$ cat src/hdl/spq_pkg.sv
// Shared types and codes for the stable priority queue.
package spq_pkg;

    localparam logic OP_PUSH = 1'b0;
    localparam logic OP_POP  = 1'b1;

    localparam logic [1:0] ST_OK    = 2'd0;
    localparam logic [1:0] ST_EMPTY = 2'd1;
    localparam logic [1:0] ST_FULL  = 2'd2;

    typedef struct packed {
        logic push;
        logic pop;
    } spq_ctrl_t;

endpackage

$ cat src/hdl/spq_cell.sv
// One slot of the sorted queue chain: holds an entry and trades it with its neighbors.
module spq_cell #(
    parameter int TAG_BITS      = 16,
    parameter int PRIORITY_BITS = 16
) (
    input  logic                            aclk,
    input  spq_pkg::spq_ctrl_t              ctrl,
    input  logic                            occupied,
    input  logic [TAG_BITS-1:0]             new_tag,
    input  logic signed [PRIORITY_BITS-1:0] new_prio,
    input  logic                            prev_keep,
    input  logic [TAG_BITS-1:0]             prev_tag,
    input  logic signed [PRIORITY_BITS-1:0] prev_prio,
    input  logic [TAG_BITS-1:0]             next_tag,
    input  logic signed [PRIORITY_BITS-1:0] next_prio,
    output logic                            keep,
    output logic [TAG_BITS-1:0]             tag,
    output logic signed [PRIORITY_BITS-1:0] prio
);

    logic [TAG_BITS-1:0]             tag_reg;
    logic [TAG_BITS-1:0]             tag_next;
    logic signed [PRIORITY_BITS-1:0] prio_reg;
    logic signed [PRIORITY_BITS-1:0] prio_next;

    // An occupied slot whose priority is not below the new one stays in place.
    assign keep = occupied && (prio_reg >= new_prio);
    assign tag  = tag_reg;
    assign prio = prio_reg;

    always_comb begin
        tag_next  = tag_reg;
        prio_next = prio_reg;
        if (ctrl.push) begin
            if (!keep) begin
                if (prev_keep) begin
                    tag_next  = new_tag;
                    prio_next = new_prio;
                end else begin
                    tag_next  = prev_tag;
                    prio_next = prev_prio;
                end
            end
        end else if (ctrl.pop) begin
            tag_next  = next_tag;
            prio_next = next_prio;
        end
    end

    always_ff @(posedge aclk) begin
        tag_reg  <= tag_next;
        prio_reg <= prio_next;
    end

endmodule

$ cat src/hdl/stable_priority_queue.sv
// Top level of the stable priority queue built from a chain of slot cells.
//
//  Channel  Direction  tuser           tdata
//  s_axis   in         opcode          task_tag, task_priority
//  m_axis   out        status          popped_tag, popped_priority, occupancy, queue_empty
//
// All slots compare against the new priority in parallel and shift in the same cycle,
// so a beat can be accepted on every clock unless a stalled result is waiting on m_axis.
// The result of a beat appears on m_axis the cycle after it is accepted.
// A stalled result holds s_axis_tready low until m_axis_tready takes it.
// Reset empties the queue at once; no clearing pass is needed.
module stable_priority_queue #(
    parameter int CAPACITY      = 16,
    parameter int TAG_BITS      = 16,
    parameter int PRIORITY_BITS = 16
) (
    input  logic aclk,
    input  logic aresetn,
    input  logic s_axis_tvalid,
    output logic s_axis_tready,
    // tuser: opcode
    input  logic s_axis_tuser,
    // tdata: task_tag, task_priority
    input  logic [((TAG_BITS + PRIORITY_BITS + 7) / 8) * 8 - 1:0] s_axis_tdata,
    output logic m_axis_tvalid,
    input  logic m_axis_tready,
    // tuser: status
    output logic [1:0] m_axis_tuser,
    // tdata: popped_tag, popped_priority, occupancy, queue_empty
    output logic [((TAG_BITS + PRIORITY_BITS + $clog2(CAPACITY + 1) + 1 + 7) / 8) * 8 - 1:0]
        m_axis_tdata
);

    localparam int CW     = $clog2(CAPACITY + 1);
    localparam int OUT_RW = TAG_BITS + PRIORITY_BITS + CW + 1;
    localparam int OUT_W  = ((OUT_RW + 7) / 8) * 8;

    logic                            accept;
    logic                            is_push;
    logic                            is_pop;
    logic                            full;
    logic                            empty;
    logic [TAG_BITS-1:0]             in_tag;
    logic signed [PRIORITY_BITS-1:0] in_prio;
    spq_pkg::spq_ctrl_t              ctrl;

    logic [CW-1:0]                   count_reg;
    logic [CW-1:0]                   count_next;
    logic                            m_valid_reg;
    logic [1:0]                      m_status_reg;
    logic [1:0]                      m_status_next;
    logic [OUT_RW-1:0]               m_data_reg;
    logic [OUT_RW-1:0]               m_data_next;

    logic                            keep_w [CAPACITY];
    logic [TAG_BITS-1:0]             tag_w  [CAPACITY];
    logic signed [PRIORITY_BITS-1:0] prio_w [CAPACITY];

    assign s_axis_tready = !m_valid_reg || m_axis_tready;
    assign accept        = s_axis_tvalid && s_axis_tready;
    assign is_push       = (s_axis_tuser == spq_pkg::OP_PUSH);
    assign is_pop        = (s_axis_tuser == spq_pkg::OP_POP);
    assign in_tag        = s_axis_tdata[TAG_BITS-1:0];
    assign in_prio       = s_axis_tdata[TAG_BITS+PRIORITY_BITS-1:TAG_BITS];
    assign full          = (count_reg == CW'(CAPACITY));
    assign empty         = (count_reg == '0);
    assign ctrl.push     = accept && is_push && !full;
    assign ctrl.pop      = accept && is_pop && !empty;

    for (genvar i = 0; i < CAPACITY; i++) begin : g_cell
        logic                            prev_keep;
        logic [TAG_BITS-1:0]             prev_tag;
        logic signed [PRIORITY_BITS-1:0] prev_prio;
        logic [TAG_BITS-1:0]             next_tag;
        logic signed [PRIORITY_BITS-1:0] next_prio;

        if (i == 0) begin : g_head
            assign prev_keep = 1'b1;
            assign prev_tag  = in_tag;
            assign prev_prio = in_prio;
        end else begin : g_body
            assign prev_keep = keep_w[i-1];
            assign prev_tag  = tag_w[i-1];
            assign prev_prio = prio_w[i-1];
        end

        if (i == CAPACITY - 1) begin : g_tail
            assign next_tag  = tag_w[i];
            assign next_prio = prio_w[i];
        end else begin : g_mid
            assign next_tag  = tag_w[i+1];
            assign next_prio = prio_w[i+1];
        end

        spq_cell #(
            .TAG_BITS      (TAG_BITS),
            .PRIORITY_BITS (PRIORITY_BITS)
        ) u_cell (
            .aclk      (aclk),
            .ctrl      (ctrl),
            .occupied  (CW'(i) < count_reg),
            .new_tag   (in_tag),
            .new_prio  (in_prio),
            .prev_keep (prev_keep),
            .prev_tag  (prev_tag),
            .prev_prio (prev_prio),
            .next_tag  (next_tag),
            .next_prio (next_prio),
            .keep      (keep_w[i]),
            .tag       (tag_w[i]),
            .prio      (prio_w[i])
        );
    end

    always_comb begin
        count_next    = count_reg;
        m_status_next = spq_pkg::ST_OK;
        if (ctrl.push) begin
            count_next = count_reg + CW'(1);
        end else if (ctrl.pop) begin
            count_next = count_reg - CW'(1);
        end else if (is_push) begin
            m_status_next = spq_pkg::ST_FULL;
        end else begin
            m_status_next = spq_pkg::ST_EMPTY;
        end
        m_data_next = {(count_next == '0), count_next,
                       ctrl.pop ? prio_w[0] : PRIORITY_BITS'(0),
                       ctrl.pop ? tag_w[0] : TAG_BITS'(0)};
    end

    always_ff @(posedge aclk) begin
        if (!aresetn) begin
            count_reg   <= '0;
            m_valid_reg <= 1'b0;
        end else begin
            if (accept) begin
                count_reg    <= count_next;
                m_valid_reg  <= 1'b1;
                m_status_reg <= m_status_next;
                m_data_reg   <= m_data_next;
            end else if (m_axis_tready) begin
                m_valid_reg <= 1'b0;
            end
        end
    end

    assign m_axis_tvalid = m_valid_reg;
    assign m_axis_tuser  = m_status_reg;
    assign m_axis_tdata  = OUT_W'(m_data_reg);

    a_count_bound: assert property (@(posedge aclk) disable iff (!aresetn)
        count_reg <= CW'(CAPACITY))
        else $error("Queue occupancy exceeds capacity.");

    a_full_reject: assert property (@(posedge aclk) disable iff (!aresetn)
        (accept && is_push && full) |=> (m_status_reg == spq_pkg::ST_FULL) && full)
        else $error("Push into a full queue was not rejected.");

    a_push_count: assert property (@(posedge aclk) disable iff (!aresetn)
        ctrl.push |=> count_reg == $past(count_reg) + CW'(1))
        else $error("Push did not raise the occupancy by one.");

    a_pop_count: assert property (@(posedge aclk) disable iff (!aresetn)
        ctrl.pop |=> count_reg == $past(count_reg) - CW'(1))
        else $error("Pop did not lower the occupancy by one.");

    a_empty_flag: assert property (@(posedge aclk) disable iff (!aresetn)
        m_valid_reg |-> (m_data_reg[OUT_RW-1] == (m_data_reg[OUT_RW-2:OUT_RW-1-CW] == '0)))
        else $error("Empty flag disagrees with the reported occupancy.");

endmodule
$ cat config.mk
export PLATFORM = sky130hd
export DESIGN_NAME = stable_priority_queue
export DESIGN_NICKNAME = d
export VERILOG_FILES = /design/src/hdl/spq_pkg.sv /design/src/hdl/spq_cell.sv /design/src/hdl/stable_priority_queue.sv
export SDC_FILE = /design/constraint.sdc
export NUM_CORES = 2
export LEC_CHECK = 0
export ABC_AREA = 1
export BUFFER_PORTS_ARGS = -buffer_cell sky130_fd_sc_hd__buf_2
export CAP_MARGIN = 20
export CELL_PAD_IN_SITES_DETAIL_PLACEMENT = 1
export CELL_PAD_IN_SITES_GLOBAL_PLACEMENT = 2
export CORE_AREA = 2 2 309 311
export DETAILED_ROUTE_END_ITERATION = 12
export DIE_AREA = 0 0 311 313
export PLACE_DENSITY_LB_ADDON = 0.1
export REMOVE_ABC_BUFFERS = 1
export SLEW_MARGIN = 20
export SYNTH_ARGS = -nofsm -noshare
export SYNTH_HDL_FRONTEND = slang
export SYNTH_SLANG_ARGS = --single-unit
export TNS_END_PERCENT = 1
$ cat constraint.sdc
create_clock -name aclk -period 5.75 [get_ports aclk]
set_input_delay 1.15 -clock aclk [delete_from_list [all_inputs] [get_ports aclk]]
set_output_delay 1.15 -clock aclk [all_outputs]
set_load 0.01 [all_outputs]
==> qor.yml <==
clock_tree:
  cts_resized: 0
  clock_path_buffers: 3
  root_buffer: "clkbuf_16"
  cts_buffers: 72
  clk_pin_slew_ps: 50
  cts_tree: "done"
  insertion_delay_ps: 640
  cts_max_level: 3
  cts_hold_buf: 0
  cts.sinks: 558
  postCtsSetupRepairBufs: 0
drt:
  vias_per_cell: 4.531
  via_count: 27460
  drtAntennaViolNets: 0
  drt-total-wl_mm: 98.94
  drt_iter0_markers: 1195
  drt-wirelength-per-cell_um: 16.33
  drc_errors: 0
  drt_pre_antenna_iters: 5
timing:
  worst_pin_slew_ps: 1076
  setup_viol: 0
  finClkSkew_ps: 24.18
  finalHoldViolCount: 0
  grt_setup_unrepaired: "no"
  post-route-min-period_ps: 3801
  hold_slack_ps: 497.4
  slew_headroom: 0.2753
  max_freq_mhz: 263.1
  fin_crit_sh: 0.6610
  maxSlewViolCount: 0
  setup-tns-final_ps: 0
critical_path:
  timing.critical_path.arrival_ps: 4300
  reg2reg_depth: 10
  crit_path_start: "count_reg[1]"
  rr_startpoint: "count_reg[1]"
  end_kind: "flip-flop"
  path_class: "flip-flop to flip-flop"
  regToRegSetupSlack_ps: 1950
  critPathRequiredTime_ps: 6250
  critPathLaunchType: "flip-flop"
  crit_end: "g_cell[2].u_cell.tag[13]"
  timing.rr.end: "g_cell[2].u_cell.tag[13]"
  cp_max_fo: 94
place:
  dp.cells: 5934
  io_buffers: 78
  placedInstanceArea_um2: 37110
  gp_congestion: 0.7826
  dp_hpwl_mm: 75.84
power:
  peakVddDrop_mv: 0.1770
  clkPwrFrac: 0.347
  p_per_area_nw_per_um2: 321.6
  comb_power_share: 0.216
  p_total_mw: 12.66
  power.internal_mw: 8.701
  p_leak_nw: 22.25
  switching_share: 0.3125
  seq_power_share: 0.437
  power.net_switching_mw: 3.955
die:
  initial_utilization: 0.3768
  die_area_um2: 97340
  die_x_um: 311
  io_pins: 81
  rows: 113
  die_h_um: 313
  core-area_um2: 94160
global_route:
  grt_first_pass_wirelength_mm: 160.9
  grt_pass1_vias: 29358
  global_route.usage.total: 0.2046
  grt_max_degree: 97
  antenna_found_initial: 0
  grt_overflow: 0
finish:
  syn2layout_area_growth_pct: 10.93
  final_common_cell: "nand2_1"
  layout.nets: 5039
  antenna_cells: 0
  fill_cells: 11738
  stdcell_area_um2: 39350
  mostFrequentLayoutCells: "2608 x nand2_1, 593 x inv_1, 552 x edfxtp_1, 259 x ha_1"
  final-instance-count-excl-fill: 6060
  drive_gt1_frac: 0.06340
hold_path:
  min_from: "m_axis_tvalid"
  hold_path_class: "flip-flop to flip-flop"
status:
  status: "complete, no violations"
synth:
  synth_seq_cells: 558
  syn_inst: 4687
  synth_area_per_cell_um2: 7.569
  ys_seq_area_frac: 0.4706
  synthDistinctLibCells: 34
  ys_warn_count: 0
  syn_area_um2: 35480
flow_run:
  drv_cap: 0
-- how the worst min path moves through the flow --
stage / to / slack [ps] / cells past startpoint
6_report: m_axis_tvalid / 500 / 2
5_1_grt: g_cell[14].u_cell.tag[12] / 530 / 2
4_1_cts: m_axis_tvalid / 510 / 2
3_5_place_dp: m_axis_tvalid / 500 / 2
3_3_place_gp: m_axis_tvalid / 490 / 2
2_1_floorplan: g_cell[14].u_cell.tag[0] / 490 / 2
-- critical path, stage by stage, from the launching register on --
cell	delay, ps
dfxtp_1	340
inv_1	270
ha_1	210
inv_1	100
nor3_2	150
nand2_1	160
nand2_8	410
buf_4	780
buf_4	900
nand2_1	130
nand2_1	110
-- layout make-up --
type | instances | area [µm²] | area share
Sequential cell | 558 | 16700 | 0.4243
Tap cell | 1265 | 1583 | 0.04022
Clock buffer | 96 | 1934 | 0.04915
Timing Repair Buffer | 172 | 1109 | 0.02817
Clock inverter | 30 | 310.3 | 0.007885
Inverter | 598 | 2247 | 0.05710
Multi-Input combinational cell | 3341 | 15470 | 0.3932
-- routing by layer --
metal	part of all wire	wire length [µm]	up-vias	track usage
li1	-	-	14685	-
met1	0.51	50140	12403	0.2884
met2	0.45	44620	279	0.3381
met3	0.026	2595	93	0.02177
met4	0.016	1584	0	0.04853
met5	0	0	-	0
-- per-stage QoR --
step                  util  setup WS (ps)
detailed placement  0.3941           1410
finish              0.4179           1949
CTS                 0.4179           1940
global placement    0.3941           1456
global route        0.4179           1625
floorplan                -          -2747
-- Yosys cell counts, drive strengths merged --
master  number  area, µm²
nand3       81      405.4
xor2         3      26.28
nor2       112      430.4
o21bai      14      105.1
a31oi        2      12.51
clkinv       1      3.750
o21ai       69      356.6
edfxtp     552      16580
inv        597       2243
ha         259       3241
dfxtp        6      120.1
conb         1      3.750
a32oi        1      8.760
clkbuf      33      123.9
nor3         5      30.03
a21o         2      15.01
nand3b       1      7.510
a21oi      110      550.5
buf        158      972.2
o211ai       3      22.52
nand4       35      219.0
o31a         1      8.760
o22ai        1      6.260
nand2     2640       9990
-- cells by family (layout without fill, tap and decap cells) --
logic type | Yosys count | count (layout) | share of synthesized area
AOI/OAI and AO/OA | 203 | 203 | 0.03061
xor gates and xnor gates | 3 | 3 | 0.0007407
adders and majority gates | 259 | 259 | 0.09134
buffers and inverters | 789 | 896 | 0.09423
DFF | 558 | 558 | 0.4706
other | 1 | 2 | 0.0001057
and+or+nand+nor | 2874 | 2874 | 0.3124
-- power by group through the flow --
| stage | Combinational (mW) | Sequential [mW] | Clock [mW] |
|---|---|---|---|
| after global placement | 2.68 | 5.60 | 0 |
| after floorplan | 1.95 | 5.52 | 0 |
| after CTS | 2.79 | 5.54 | 4.55 |
| after detailed placement | 2.76 | 5.62 | 0 |
| after global routing | 3.21 | 5.60 | 4.68 |
| final | 2.73 | 5.53 | 4.40 |
Power figures use the tool's default switching activity.
